[config.mk]
export PLATFORM = sky130hd
export DESIGN_NAME = dis_head
export DESIGN_NICKNAME = d
export VERILOG_FILES = /design/src/rtl/dis_pkg.sv /design/src/rtl/dis_head.sv
export SDC_FILE = /design/constraint.sdc
export NUM_CORES = 2
export LEC_CHECK = 0
export BUFFER_PORTS_ARGS = -buffer_cell sky130_fd_sc_hd__buf_2
export CAP_MARGIN = 20
export CELL_PAD_IN_SITES_DETAIL_PLACEMENT = 1
export CELL_PAD_IN_SITES_GLOBAL_PLACEMENT = 2
export CORE_AREA = 2 2 262 264
export CTS_CLUSTER_SIZE = 10
export DETAILED_ROUTE_END_ITERATION = 10
export DIE_AREA = 0 0 264 266
export PLACE_DENSITY = 0.95
export SYNTH_ARGS = -nofsm -noshare
export SYNTH_HDL_FRONTEND = slang
export SYNTH_SLANG_ARGS = --single-unit
[constraint.sdc]
create_clock -name i_clk -period 18.2 [get_ports i_clk]
set_input_delay 1.82 -clock i_clk [delete_from_list [all_inputs] [get_ports i_clk]]
set_output_delay 1.82 -clock i_clk [all_outputs]
set_load 0.03 [all_outputs]
[src/rtl/dis_pkg.sv]
// shared types and codes for the disjoint interval set
package dis_pkg;

    localparam int unsigned BOUND_W = 31;
    localparam int unsigned TOTAL_W = 32;

    typedef enum logic [1:0] {
        K_INSERT = 2'd0,
        K_REMOVE = 2'd1,
        K_QUERY  = 2'd2,
        K_UNUSED = 2'd3
    } t_kind;

    typedef enum logic [1:0] {
        ST_OK      = 2'd0,
        ST_INVALID = 2'd1,
        ST_FULL    = 2'd2
    } t_status;

    typedef enum logic [1:0] {
        S_IDLE,
        S_CHECK,
        S_RUN,
        S_FIN
    } t_state;

    typedef logic [BOUND_W-1:0] t_bound;

    // request held for the whole operation
    typedef struct packed {
        logic [1:0] kind;
        t_bound     lo;
        t_bound     hi;
        logic       off;
    } t_req;

    typedef struct packed {
        logic merge;
        logic split;
        logic le_lo;
        logic cov_hi;
    } t_cell_flags;

    typedef struct packed {
        logic   pop;
        logic   push;
        t_bound s;
        t_bound e;
        logic   done;
    } t_head_out;

endpackage

[src/rtl/dis_head.sv]
// head merge/split unit: pops one entry a cycle unless pushing a held piece; appends results
module dis_head #(
    parameter int unsigned CNT_W = 7
) (
    input  logic               i_clk,
    input  logic               i_rst_n,
    input  logic               i_start,
    input  dis_pkg::t_req      i_req,
    input  logic [CNT_W-1:0]   i_count,
    input  logic [31:0]        i_total,
    input  dis_pkg::t_bound    i_s,
    input  dis_pkg::t_bound    i_e,
    output dis_pkg::t_head_out o_ctl,
    output logic [31:0]        o_total
);
    logic               r_busy, n_busy;
    logic [CNT_W-1:0]   r_left, n_left;
    logic               r_placed, n_placed;
    dis_pkg::t_bound    r_nl, n_nl, r_nr, n_nr;
    logic               r_pv, n_pv;
    dis_pkg::t_bound    r_ps, n_ps, r_pe, n_pe;
    logic [31:0]        r_total, n_total;
    logic [31:0]        s32, e32, lo32, hi32, off32, len;
    logic               below, above, cut_l, cut_r;

    always_ff @(posedge i_clk) begin
        if (!i_rst_n) begin
            r_busy <= 1'b0;
            r_pv   <= 1'b0;
        end else begin
            r_busy <= n_busy;
            r_pv   <= n_pv;
        end
        r_left   <= n_left;
        r_placed <= n_placed;
        r_nl     <= n_nl;
        r_nr     <= n_nr;
        r_ps     <= n_ps;
        r_pe     <= n_pe;
        r_total  <= n_total;
    end

    always_comb begin
        s32   = {1'b0, i_s};
        e32   = {1'b0, i_e};
        lo32  = {1'b0, i_req.lo};
        hi32  = {1'b0, i_req.hi};
        off32 = {31'd0, i_req.off};
        len   = e32 - s32 + off32;
        below = (e32 + off32 < lo32);
        above = (s32 > hi32 + off32);
        cut_l = (i_s < i_req.lo);
        cut_r = (i_e > i_req.hi);

        n_busy   = r_busy;
        n_left   = r_left;
        n_placed = r_placed;
        n_nl     = r_nl;
        n_nr     = r_nr;
        n_pv     = r_pv;
        n_ps     = r_ps;
        n_pe     = r_pe;
        n_total  = r_total;
        o_ctl    = '0;

        if (r_busy) begin
            if (r_pv) begin
                o_ctl.push = 1'b1;
                o_ctl.s    = r_ps;
                o_ctl.e    = r_pe;
                n_pv       = 1'b0;
            end else if (r_left != '0) begin
                o_ctl.pop = 1'b1;
                n_left    = r_left - CNT_W'(1);
                if (i_req.kind == dis_pkg::K_INSERT) begin
                    if (below) begin
                        o_ctl.push = 1'b1;
                        o_ctl.s    = i_s;
                        o_ctl.e    = i_e;
                    end else if (above) begin
                        o_ctl.push = 1'b1;
                        if (!r_placed) begin
                            o_ctl.s  = r_nl;
                            o_ctl.e  = r_nr;
                            n_placed = 1'b1;
                            n_pv     = 1'b1;
                            n_ps     = i_s;
                            n_pe     = i_e;
                        end else begin
                            o_ctl.s = i_s;
                            o_ctl.e = i_e;
                        end
                    end else begin
                        if (i_s < r_nl) n_nl = i_s;
                        if (i_e > r_nr) n_nr = i_e;
                        n_total = r_total - len;
                    end
                end else begin
                    if ((i_e < i_req.lo) || (i_s > i_req.hi)) begin
                        o_ctl.push = 1'b1;
                        o_ctl.s    = i_s;
                        o_ctl.e    = i_e;
                    end else begin
                        n_total = r_total - len
                                + (cut_l ? lo32 - s32 : 32'd0)
                                + (cut_r ? e32 - hi32 : 32'd0);
                        if (cut_l) begin
                            o_ctl.push = 1'b1;
                            o_ctl.s    = i_s;
                            o_ctl.e    = i_req.lo - dis_pkg::BOUND_W'(i_req.off);
                            if (cut_r) begin
                                // split: right piece goes out next cycle
                                n_pv = 1'b1;
                                n_ps = i_req.hi + dis_pkg::BOUND_W'(i_req.off);
                                n_pe = i_e;
                            end
                        end else if (cut_r) begin
                            o_ctl.push = 1'b1;
                            o_ctl.s    = i_req.hi + dis_pkg::BOUND_W'(i_req.off);
                            o_ctl.e    = i_e;
                        end
                    end
                end
            end else begin
                o_ctl.done = 1'b1;
                n_busy     = 1'b0;
                if (i_req.kind == dis_pkg::K_INSERT) begin
                    n_total = r_total + ({1'b0, r_nr} - {1'b0, r_nl} + off32);
                    if (!r_placed) begin
                        o_ctl.push = 1'b1;
                        o_ctl.s    = r_nl;
                        o_ctl.e    = r_nr;
                    end
                end
            end
        end

        if (i_start) begin
            n_busy   = 1'b1;
            n_left   = i_count;
            n_total  = i_total;
            n_nl     = i_req.lo;
            n_nr     = i_req.hi;
            n_placed = 1'b0;
            n_pv     = 1'b0;
        end
    end

    assign o_total = n_total;
endmodule

==> flow_summary.toml <==
[cts]
cts_tree = "built"
clk_latency_ns = 0.52
postCtsSetupBuffers = 0
cts_root_buffer = "clkbuf_16"
clk_pin_slew_ns = 0.07
cts_resized = 0
cts_buffers = 17
htreeDepth = 4
clkSinkCount = 166
clockBufferDepth = 2
cts-hold-fix-buffers = 0

[sta]
finalSetupTns_ns = 0
finClkSkew_ns = 0.0135
fmax_mhz = 88.7
setup_viol = 0
fin_crit_sh_pct = 62.0
min_period_ns = 11.28
slew_headroom_pct = 30.3
fin_ws_ns = 6.92
rsz0062_at_grt = "false"
hold_viol = 0
slew_violations = 0
worst_slew_pin_slew_ns = 1.04
whs_ns = 0.575

[grt]
grt_usage_pct = 33.0
grt_max_degree = 89
grt_pass1_vias = 27661
overflow = 0
grt_antenna_before_repair = 14
grt_pass1_wl_mm = 174

[worst_setup_path]
slowest_delay_ns = 0.68
start_kind = "input port"
crit_top_cell = "o21ai_0"
critPathMaxFanout = 8
crit_path_start = "i_req[0]"
crit_required_ns = 16.38
endpoint = "o_total[28]"
critPathKind = "in -> out"
reg2reg_slack_ns = 10.90
crit_slowest_cell = "a2111oi_0"
crit_buf_inv = 6
end_kind = "primary output"
path_depth = 29
r2r_start = "r_total[0]$_DFF_P_"
reg2reg_depth = 25
path_delay_family = "compound AO/OA/AOI/OAI gates"
crit_arrival_ns = 9.46
reg2reg_to = "r_total[28]$_DFF_P_"

[floorplan]
coreArea_um2 = 67700
initial_utilization_pct = 39.5
die_w_um = 264
io_pins = 266
rows = 96
die_h_um = 266
die-area_um2 = 70200

[place]
dp.final_hpwl_mm = 95.4
gp_congestion = 0.955
placed_cell_area_um2 = 29100
io_buffers = 265
place_ws_ns = 7.04

[worst_hold_path]
hold_path.class = "reg -> reg"

[yosys]
syn-cell-area_um2 = 26800
synth_top_area_cell = "ha_1"
synth_cell_types = 80
ys.flop_type = "edfxtp_1"
synth_top_cell_area_share_pct = 17.6
synth_warnings = 0
async_flop_share_pct = 0
synth.avg_cell_area_um2 = 7.93
synth_nets = 4022
synth-edff-count = 131
yosys-top-cells-area = "ha_1 18%, edfxtp_1 15%, fa_1 7.3%"
netlist_instances = 3379
ys_seq_area_share_pct = 17.3
ys_seq_elements = 166

[pwr]
p_total_mw = 3.24
p_per_area_nw_per_um2 = 109
worst_ir_drop_vdd_mv = 0.0813
p_leak_nw = 13.9

[route]
wire_per_inst_um = 26.2
routed_wl_mm = 117
drc = 0
drtAntennaViolNets = 0
viasPerCell = 6.22
firstDrtPassIters = 6
vias = 27867
drtIter0Drc = 2663

[cells_and_area]
fin_nets = 4219
fin_area_um2 = 29700
drive_above_1_share_pct = 10.9
area_growth_pct = 10.8

[run]
max-cap-violations = 0

[run_status]
status = "finished, final reports clean"
per-stage QoR:
| step | util (%) | cells |
|---|---|---|
| after floorplan | - | 3379 |
| after global placement | 43.0 | 4437 |
| after detailed placement | 43.0 | 4438 |
| after CTS | 43.8 | 4470 |
| after global routing | 43.8 | 4480 |
| final | 43.8 | 4481 |
per-layer routing:
layer,vias up,global-route usage [%],wire [um]
met5,-,0,46
met4,8,12.3,4040
met3,190,4.94,10000
met2,1181,51.3,51800
met1,13895,46.1,51300
li1,12593,-,-
power breakdown:
group	internal, mW	total, mW	switching, mW
registers	0.443	0.486	0.0430
logic	0.900	2.38	1.48
clock network	0.186	0.379	0.192
total	1.53	3.24	1.71
layout make-up:
type | count | area, um^2
Inverter | 426 | 1600
Timing Repair Buffer | 297 | 1590
Clock buffer | 18 | 429
Multi-Input combinational cell | 2668 | 20200
Fill cell | 8413 | 38000
Antenna cell | 10 | 25.0
Sequential cell | 166 | 4640
Clock inverter | 14 | 110
Tap cell | 882 | 1100
sequential cells by signal (all words and copies together) (netlist names):
| name | flops |
|---|---|
| r_left | 7 |
| r_nr | 31 |
| r_pe | 31 |
| r_total | 32 |
| r_ps | 31 |
| r_busy | 1 |
| r_placed | 1 |
| r_nl | 31 |
| r_pv | 1 |
cell usage after synthesis (11+ instances only):
library cell	number
inv_1	423
ha_1	376
a21oi_1	326
nand2_1	282
nor2_1	222
o21ai_0	190
xnor2_1	149
edfxtp_1	131
a21o_1	124
clkbuf_1	99
fa_1	98
nand3_1	75
a211oi_1	66
a221oi_1	63
xor2_1	63
nand4_1	62
nor3_1	58
nand2b_1	40
dfxtp_1	35
o21a_1	32
and3_1	29
a31oi_1	28
mux2_2	28
nor2b_1	28
or3_1	28
mux2i_1	26
a22oi_1	20
o21bai_1	18
o311a_1	18
o31ai_1	14
a2bb2oi_1	13
o22ai_1	13
and4_1	12
nand3b_1	12
buf_1	11
o211ai_1	11
worst min-delay path by stage:
stage | start | end | slack (ns) | cells after the start
after floorplan | r_placed$_SDFFE_PP0P_ | r_placed$_SDFFE_PP0P_ | 0.46 | 2
after global placement | r_placed$_SDFFE_PP0P_ | r_placed$_SDFFE_PP0P_ | 0.54 | 2
after detailed placement | r_placed$_SDFFE_PP0P_ | r_placed$_SDFFE_PP0P_ | 0.56 | 2
after CTS | r_placed$_SDFFE_PP0P_ | r_placed$_SDFFE_PP0P_ | 0.58 | 2
after global routing | r_placed$_SDFFE_PP0P_ | r_placed$_SDFFE_PP0P_ | 0.63 | 2
final | r_placed$_SDFFE_PP0P_ | r_placed$_SDFFE_PP0P_ | 0.57 | 2
cells by family (layout without fill, tap and decap cells):
family | after synthesis | after routing | synth area share (%)
flip-flops | 166 | 166 | 17.3
AND/OR/NAND/NOR | 889 | 889 | 15.8
adder cells (fa/ha/maj) | 474 | 474 | 24.9
other | 0 | 10 | 0
buffers and inverters | 545 | 755 | 7.68
AO/OA/AOI/OAI | 1037 | 1037 | 25.2
multiplexers | 55 | 55 | 2.20
XOR/XNOR | 213 | 213 | 7.01
worst register-to-register path, stage by stage, from the launching register on:
cell       delay (ns)
dfxtp_1          0.46
inv_1            0.11
fa_1             0.52
inv_1            0.05
ha_1             0.20
fa_1             0.43
a211oi_1         0.35
o21ai_0          0.26
a21oi_1          0.39
o21ai_0          0.26
a21o_1           0.22
a21oi_1          0.16
xor2_1           0.13
fa_1             0.43
inv_1            0.06
ha_1             0.29
a21oi_1          0.32
o21ai_0          0.21
a2111oi_0        0.68
o211ai_1         0.15
o21ai_0          0.34
o21ai_0          0.23
o31ai_1          0.30
xnor2_1          0.11
a221oi_1         0.33
a32oi_1          0.16
cells in the final DEF, fill, tap and decap left out, types with 20 or more instances in the layout:
| master | synthesis | final |
|---|---|---|
| nor3_1 | 58 | 56 |
| mux2_2 | 28 | 28 |
| dfxtp_1 | 35 | 34 |
| and3_1 | 29 | 28 |
| or3_1 | 28 | 28 |
| a21oi_1 | 326 | 324 |
| o21a_1 | 32 | 32 |
| a221oi_1 | 63 | 63 |
| nor2_1 | 222 | 218 |
| ha_1 | 376 | 376 |
| xor2_1 | 63 | 63 |
| o21ai_0 | 190 | 189 |
| nand2_1 | 282 | 282 |
| mux2i_1 | 26 | 26 |
| nand2b_1 | 40 | 39 |
| edfxtp_1 | 131 | 131 |
| a21o_1 | 124 | 124 |
| buf_4 | 0 | 31 |
| nand4_1 | 62 | 62 |
| inv_1 | 423 | 423 |
| a31oi_1 | 28 | 28 |
| buf_2 | 9 | 264 |
| nand3_1 | 75 | 75 |
| fa_1 | 98 | 98 |
| xnor2_1 | 149 | 149 |
| a22oi_1 | 20 | 20 |
| a211oi_1 | 66 | 66 |
| nor2b_1 | 28 | 27 |
Note: power is estimated with default switching activity, not from simulation.
