==> config.mk <==
export PLATFORM = sky130hd
export DESIGN_NAME = dis_cell
export DESIGN_NICKNAME = d
export VERILOG_FILES = /design/src/rtl/dis_pkg.sv /design/src/rtl/dis_cell.sv
export SDC_FILE = /design/constraint.sdc
export NUM_CORES = 1
export LEC_CHECK = 0
export BUFFER_PORTS_ARGS = -buffer_cell sky130_fd_sc_hd__buf_2
export CAP_MARGIN = 40
export CORE_UTILIZATION = 30
export DETAILED_ROUTE_END_ITERATION = 16
export PLACE_DENSITY = 0.55
export SKIP_CTS_REPAIR_TIMING = 1
export SYNTH_ARGS = -nofsm -noshare
export SYNTH_HDL_FRONTEND = slang
export SYNTH_SLANG_ARGS = --single-unit
==> constraint.sdc <==
create_clock -name i_clk -period 4.03 [get_ports i_clk]
set_input_delay 0 -clock i_clk [delete_from_list [all_inputs] [get_ports i_clk]]
set_output_delay 0 -clock i_clk [all_outputs]
set_load 0.02 [all_outputs]
==> src/rtl/dis_pkg.sv <==
// shared types and codes for the disjoint interval set
package dis_pkg;

    localparam int unsigned BOUND_W = 31;
    localparam int unsigned TOTAL_W = 32;

    typedef enum logic [1:0] {
        K_INSERT = 2'd0,
        K_REMOVE = 2'd1,
        K_QUERY  = 2'd2,
        K_UNUSED = 2'd3
    } t_kind;

    typedef enum logic [1:0] {
        ST_OK      = 2'd0,
        ST_INVALID = 2'd1,
        ST_FULL    = 2'd2
    } t_status;

    typedef enum logic [1:0] {
        S_IDLE,
        S_CHECK,
        S_RUN,
        S_FIN
    } t_state;

    typedef logic [BOUND_W-1:0] t_bound;

    // request held for the whole operation
    typedef struct packed {
        logic [1:0] kind;
        t_bound     lo;
        t_bound     hi;
        logic       off;
    } t_req;

    typedef struct packed {
        logic merge;
        logic split;
        logic le_lo;
        logic cov_hi;
    } t_cell_flags;

    typedef struct packed {
        logic   pop;
        logic   push;
        t_bound s;
        t_bound e;
        logic   done;
    } t_head_out;

endpackage

==> src/rtl/dis_cell.sv <==
// one table entry: holds an interval, shifts toward the head, compares against the request
module dis_cell (
    input  logic                 i_clk,
    input  logic                 i_load,
    input  logic                 i_shift,
    input  dis_pkg::t_bound      i_ld_s,
    input  dis_pkg::t_bound      i_ld_e,
    input  dis_pkg::t_bound      i_nx_s,
    input  dis_pkg::t_bound      i_nx_e,
    input  logic                 i_valid,
    input  dis_pkg::t_req        i_req,
    output dis_pkg::t_bound      o_s,
    output dis_pkg::t_bound      o_e,
    output dis_pkg::t_cell_flags o_flags
);
    dis_pkg::t_bound r_s, r_e;
    logic [31:0] s32, e32, lo32, hi32, off32;

    always_ff @(posedge i_clk) begin
        if (i_load) begin
            r_s <= i_ld_s;
            r_e <= i_ld_e;
        end else if (i_shift) begin
            r_s <= i_nx_s;
            r_e <= i_nx_e;
        end
    end

    always_comb begin
        s32   = {1'b0, r_s};
        e32   = {1'b0, r_e};
        lo32  = {1'b0, i_req.lo};
        hi32  = {1'b0, i_req.hi};
        off32 = {31'd0, i_req.off};
        // overlapping, or touching in discrete mode
        o_flags.merge  = i_valid && !(e32 + off32 < lo32) && !(s32 > hi32 + off32);
        o_flags.split  = i_valid && (r_s < i_req.lo) && (r_e > i_req.hi);
        o_flags.le_lo  = i_valid && (r_s <= i_req.lo);
        o_flags.cov_hi = (i_req.hi <= r_e);
    end

    assign o_s = r_s;
    assign o_e = r_e;
endmodule

==> out/results.tsv, run 1 <==
stage	metric	value	unit
drt	wl	21.71	mm
sta	slew_viol_final	0	
critical_path	cpMaxStageDelayCell	or3_1	
yosys	synth_top_cells_by_count	127 x ha_1, 67 x inv_1, 62 x edfxtp_1, 62 x mux2_2, 38 x nand2_1	
die	rows	53	
placement	portBuffers	256	
power	powerDensity	274.9	mW/mm²
yosys	seq_area_frac_synth	28.29	%
sta	hold_slack	-0.009390	ns
die	initial_core_util	30.91	%
final_layout	fillCellCount	2051	
placement	place_area	0.008239	mm²
drt	drc_errors	0	
yosys	synth_fp_nets	979	
sta	fin_crit_sh	95.75	%
hold_path	hp-start	i_ld_e[12]	
critical_path	critPathArrivalTime	3.86	ns
drt	first_iter_violations	331	
die	die_h	150.1	µm
power	peakVddDrop	0.1776	mV
yosys	yosysMostFrequentCell	ha_1	
drt	ant_nets	0	
global_route	grt_pass1_vias	5649	
drt	drt_pass1_iterations	5	
yosys	synth_top_area_share	28.29	%
critical_path	cp_common_cell	a31oi_1	
drt	vias	6278	
hold_path	hold-path-cell-count	2	
yosys	synth_edf_count	62	
sta	slew_headroom	52.20	%
global_route	grt_antenna_before_repair	2	
drt	viasPerCell	4.724	
clock_network	cts_tree	built	
yosys	synth_top_area_cell	edfxtp_1	
global_route	grt_max_degree	39	
drt	wl_per_cell	16.34	µm
clock_network	path_clk_slew	0.06	ns
run_status	status	finished, violations left	
clock_network	h-tree-depth	3	
yosys	syn_inst	659	
die	die_w	150.1	µm
final_layout	finalInstanceArea	0.009783	mm²
global_route	gr-total-overflow	0	
sta	setup_viol	0	
sta	setup_tns	0	ns
critical_path	crit_path_cell_trace	ha_2, nand3_2, nor3_4, nand4_2, nor2_1, nand2_1, xnor2_1, ha_1, nand3_1, or2_2, or3_1, a31oi_1, o41ai_1, a31oi_1, buf_4	
yosys	synth_top_cells_by_area	edfxtp_1 28%, ha_1 24%, mux2_2 11%, xnor2_1 4.5%, inv_1 3.8%	
yosys	ys_async_sr_fraction	0	%
clock_network	clock_path_buffers	2	
hold_path	min_path_type	in -> reg	
final_layout	final_nets	1366	
yosys	netlist_area	0.006580	mm²
clock_network	clock_sinks	62	
final_layout	final_layout_size_suffix_gt1_share	34.63	%
yosys	synth_top_family_by_area	adder cells	
die	die-area	0.02253	mm²
run_status	violations	hold timing	
yosys	synth_ff_type	edfxtp_1	
placement	place_congestion	0.8380	
yosys	synth.avg_cell_area	9.985	µm²
sta	max_freq	259.2	MHz
critical_path	crit_type	reg -> out	
critical_path	cp-start-kind	flip-flop	
yosys	synth_compound_area_share	9.584	%
yosys	ys_warn_count	0	
yosys	synth_simple_gate_area_share	15.42	%
yosys	synth_cell_types	50	
final_layout	areaGrowthSynthToFinish	48.68	%
global_route	grt_pass1_wl	30.38	mm
yosys	synth_xor_xnor_area_share	7.720	%
global_route	track_usage	18.16	%
critical_path	worstPathMaxFanout	5	
sta	finalCriticalPeriod	3.859	ns
critical_path	worstSetupEndpointType	output pin	
power	p_leak	0.004662	µW
die	core_area	0.02129	mm²
final_layout	seq_area	0.001862	mm²
placement	dp_hpwl	17.54	mm
clock_network	numCtsBuffers	9	
yosys	synth_seq_cells	62	
hold_path	whs_endpoint	o_e[12]	
die	io_pins	259	
job	drv_cap	0	
yosys	synth_mux_area_share	10.61	%
sta	hold_viol_final	3	
sta	worst_pin_slew	0.7169	ns
critical_path	required	4.03	ns
final_layout	multiInputGateArea	0.004471	mm²
yosys	synthAdderAreaFrac	24.15	%
clock_network	cts-root-buf	clkbuf_16	
critical_path	critPathMaxStageDelay	0.37	ns
metrics by stage:
stage | setup slack, ns | std cells | total power [µW] | utilization [%] | hold slack (ns)
final | 0.1714 | 1329 | 2689 | 45.96 | -0.009390
after global routing | -0.008524 | 1328 | 2861 | 45.95 | -0.001837
after CTS | -0.1589 | 1205 | 2616 | 40.14 | -0.06625
after detailed placement | 0.2438 | 1189 | 1767 | 38.71 | 0.3059
after global placement | 0.3431 | 1188 | 1754 | 38.61 | 0.3034
after floorplan | 0.4597 | 659 | 1414 | - | 0.1296
kinds of logic after synthesis:
group	Yosys count
muxes	62
DFF	62
and+or+nand+nor	176
buffers and inverters	74
xor gates and xnor gates	58
AOI/OAI and AO/OA	100
adders and majority gates	127
where the power goes:
| group | switching [µW] | internal [µW] |
|---|---|---|
| clock | 339 | 486 |
| sequential | 93.9 | 798 |
| combinational | 495 | 478 |
worst max-delay path: cells and delay by family (launching register included):
family          cells  cell delay, ns
simple gates        8            1.80
flops               1            0.36
xor+xnor            1            0.15
compound gates      3            0.50
buf+inv             1            0.20
fa+ha+maj           2            0.50
registers in the layout (all words and copies together), names as in the netlist:
name  cells
o_s      31
o_e      31
layout make-up:
class                   count  area share [%]
inverters                  67           2.571
diodes                      3         0.07674
repair buffers            383           25.99
clock inverters             7          0.8185
clock buffers               9           2.302
flip-flops and latches     62           19.03
well taps                 275           3.517
multi-input cells         523           45.70
worst max path at each step:
stage,slack [ns],from,endpoint,cells past startpoint
after floorplan,0.46,o_e[0],o_flags[3],15
after global placement,0.34,o_e[0],o_flags[3],16
after detailed placement,0.24,o_e[0],o_flags[3],16
after CTS,-0.16,o_e[0],o_flags[3],16
after global routing,-0.009,o_e[0],o_flags[3],15
final,0.17,o_e[0],o_flags[3],15
layer usage:
layer	vias up	share of wire [%]	GRT usage [%]
li1	3233	-	-
met1	2846	47	24.73
met2	184	47	29.81
met3	15	4.5	2.818
met4	0	1.2	4.596
met5	-	0	0
layout by cell type (no fill, tap or decap), types with 3 or more instances in the layout:
cell,instances
and4_1,6
clkbuf_16,9
buf_2,255
a21o_1,27
inv_1,67
nand3_1,34
nor3_1,8
and3_1,7
xnor2_1,34
nor2b_1,4
o21ai_0,14
a211oi_1,6
edfxtp_1,62
nor4_1,3
a21boi_0,3
mux2_2,62
xor2_1,24
a21oi_1,36
dlygate4sd3_1,117
ha_1,125
nor2_1,17
diode_2,3
nand2_1,37
buf_4,10
nand4_1,31
or2_2,4
No activity file was read; power rests on OpenSTA's default activity.
==> run 2: changes to the inputs <==
--- a/config.mk
+++ b/config.mk
@@ -10,6 +10,7 @@
 export CORE_UTILIZATION = 30
 export DETAILED_ROUTE_END_ITERATION = 16
 export PLACE_DENSITY = 0.55
+export SETUP_SLACK_MARGIN = 0.4
 export SKIP_CTS_REPAIR_TIMING = 1
 export SYNTH_ARGS = -nofsm -noshare
 export SYNTH_HDL_FRONTEND = slang
==> out/results.tsv, run 2 (synthesized netlist as in run 1, its figures left out) <==
stage	metric	value	unit	change
placement	place_ws	0.2438	ns	unchanged
clock_network	h-tree-depth	3		unchanged
drt	drt_pass1_iterations	4		was 5
final_layout	final_layout_size_suffix_gt1_share	36.59	%	was 34.63%
sta	rsz0062_at_grt	yes		
run_status	violations	hold timing		unchanged
critical_path	critPathTopFamily	simple AND/OR/NAND/NOR gates		unchanged
drt	vias	6361		was 6278
die	die_h	150.1	µm	unchanged
final_layout	areaGrowthSynthToFinish	52.02	%	was 48.68%
sta	slew_headroom	49.84	%	was 52.20%
critical_path	required	4.03	ns	about the same
power	powerDensity	273.1	mW/mm²	was 274.9 mW/mm²
sta	hold_viol_final	3		unchanged
global_route	gr-total-overflow	0		unchanged
clock_network	clock_path_buffers	2		unchanged
global_route	grt_max_degree	39		unchanged
sta	setup_tns	0	ns	unchanged
die	rows	53		unchanged
clock_network	clock_sinks	62		unchanged
power	clkPwrFrac	30.3	%	was 30.7%
sta	setup_ws	0.3242	ns	was 0.1714 ns
critical_path	critPathCapture	o_flags[3]		unchanged
die	io_pins	259		unchanged
clock_network	cts_tree	built		unchanged
job	drv_cap	0		unchanged
power	p_leak	0.004740	µW	was 0.004662 µW
sta	slew_viol_final	0		unchanged
hold_path	hold-path-cell-count	2		unchanged
global_route	grt_pass1_wl	30.38	mm	unchanged
global_route	track_usage	18.16	%	unchanged
die	die-area	0.02253	mm²	unchanged
final_layout	fillCellCount	2029		was 2051
drt	wl	22.06	mm	was 21.71 mm
critical_path	cpMaxStageDelayCell	or4b_4		was or3_1
critical_path	worstPathMaxFanout	4		was 5
power	power.switching	948.9	µW	was 927.9 µW
power	combPwrFrac	37.0	%	was 36.2%
global_route	grt_pass1_vias	5649		unchanged
clock_network	numCtsBuffers	9		unchanged
critical_path	critPathArrivalTime	3.71	ns	was 3.86 ns
sta	setup_viol	0		unchanged
final_layout	layout.cells.non_filler	1340		was 1329
placement	dp_hpwl	17.54	mm	unchanged
final_layout	multiInputGateArea	0.004599	mm²	was 0.004471 mm²
drt	drc_errors	0		unchanged
sta	max_freq	269.9	MHz	was 259.2 MHz
clock_network	path_clk_slew	0.06	ns	about the same
critical_path	critPathMaxStageDelay	0.53	ns	was 0.37 ns
run_status	status	finished, violations left		unchanged
placement	place_area	0.008239	mm²	unchanged
drt	viasPerCell	4.747		was 4.724
critical_path	startpoint	o_e[0]		unchanged
sta	fin_crit_sh	91.95	%	was 95.75%
hold_path	min_path_type	in -> reg		unchanged
critical_path	crit_cells	15		unchanged
critical_path	crit_path_cell_trace	ha_4, ha_4, nand2_4, nor3_4, buf_4, nand2_1, xnor2_1, ha_1, nand4_1, nor3_2, or4b_4, a31oi_4, o41ai_2, a31oi_1, buf_4		was ha_2, nand3_2, nor3_4, nand4_2, nor2_1, nand2_1, xnor2_1, ha_1, nand3_1, or2_2, or3_1, a31oi_1, o41ai_1, a31oi_1, buf_4
global_route	grt_antenna_before_repair	2		unchanged
drt	ant_nets	0		unchanged
sta	worst_pin_slew	0.7335	ns	was 0.7169 ns
clock_network	cts-root-buf	clkbuf_16		unchanged
power	peakVddDrop	0.1775	mV	was 0.1776 mV
drt	first_iter_violations	278		was 331
die	die_w	150.1	µm	unchanged
final_layout	final_common_cell	buf_2		unchanged
final_layout	finalInstanceArea	0.01000	mm²	was 0.009783 mm²
final_layout	seq_area	0.001862	mm²	unchanged
final_layout	final_nets	1378		was 1366
die	core_area	0.02129	mm²	unchanged
die	initial_core_util	30.91	%	unchanged
drt	wl_per_cell	16.46	µm	was 16.34 µm
placement	place_inst	1189		unchanged
critical_path	cp.buffers_inverters	2		was 1
placement	place_congestion	0.8380		unchanged
sta	finalCriticalPeriod	3.706	ns	was 3.859 ns
placement	portBuffers	256		unchanged
critical_path	crit_type	reg -> out		unchanged
critical_path	cp-start-kind	flip-flop		unchanged
final_layout	mostFrequentLayoutCells	255 x buf_2, 125 x ha_1, 117 x dlygate4sd3_1		unchanged
critical_path	worstSetupEndpointType	output pin		unchanged
sta	hold_slack	-0.01070	ns	was -0.009390 ns
power	switching_share	34.74	%	was 34.50%
power	p_int	1782	µW	was 1761 µW
power	p_seq_share	32.7	%	was 33.2%
run 2: area by class of cell:
| type | count | area share, % |
|---|---|---|
| Inverter | 67 | 2.514 |
| Sequential cell | 62 | 18.61 |
| Multi-Input combinational cell | 523 | 45.98 |
| Clock buffer | 9 | 2.251 |
| Timing Repair Buffer | 395 | 26.35 |
| Antenna cell | 2 | 0.05003 |
| Clock inverter | 7 | 0.8005 |
| Tap cell | 275 | 3.440 |
run 2: per-layer routing:
layer / routed length [µm] / global-route usage, % / part of all wire (%)
met3: 961 / 2.818 / 4.4
met4: 373 / 4.596 / 1.7
met1: 10250 / 24.73 / 46
met2: 10470 / 29.81 / 47
met5: 0 / 0 / 0
run 2: worst min path at each step:
stage               startpoint          to  slack (ns)
CTS                  i_ld_e[6]      o_e[6]       -0.07
global placement    i_ld_e[20]     o_e[20]        0.30
floorplan              i_valid  o_flags[3]        0.13
finish              i_ld_e[12]     o_e[12]       -0.01
detailed placement   i_ld_s[2]      o_s[2]        0.31
global route        i_nx_e[19]     o_e[19]      -0.002
run 2: per-stage QoR:
stage | power [µW] | utilization, %
after global routing | 2901 | 46.99
after global placement | 1754 | 38.61
after detailed placement | 1767 | 38.71
after CTS | 2616 | 40.14
final | 2731 | 46.99
after floorplan | 1414 | -
run 2: power groups by stage:
| stage | combinational (µW) | clock (µW) | sequential [µW] |
|---|---|---|---|
| 2_1_floorplan | 452 | 0 | 962 |
| 4_1_cts | 867 | 856 | 893 |
| 6_report | 1010 | 827 | 895 |
| 3_5_place_dp | 860 | 0 | 907 |
| 5_1_grt | 1120 | 871 | 906 |
| 3_3_place_gp | 850 | 0 | 904 |
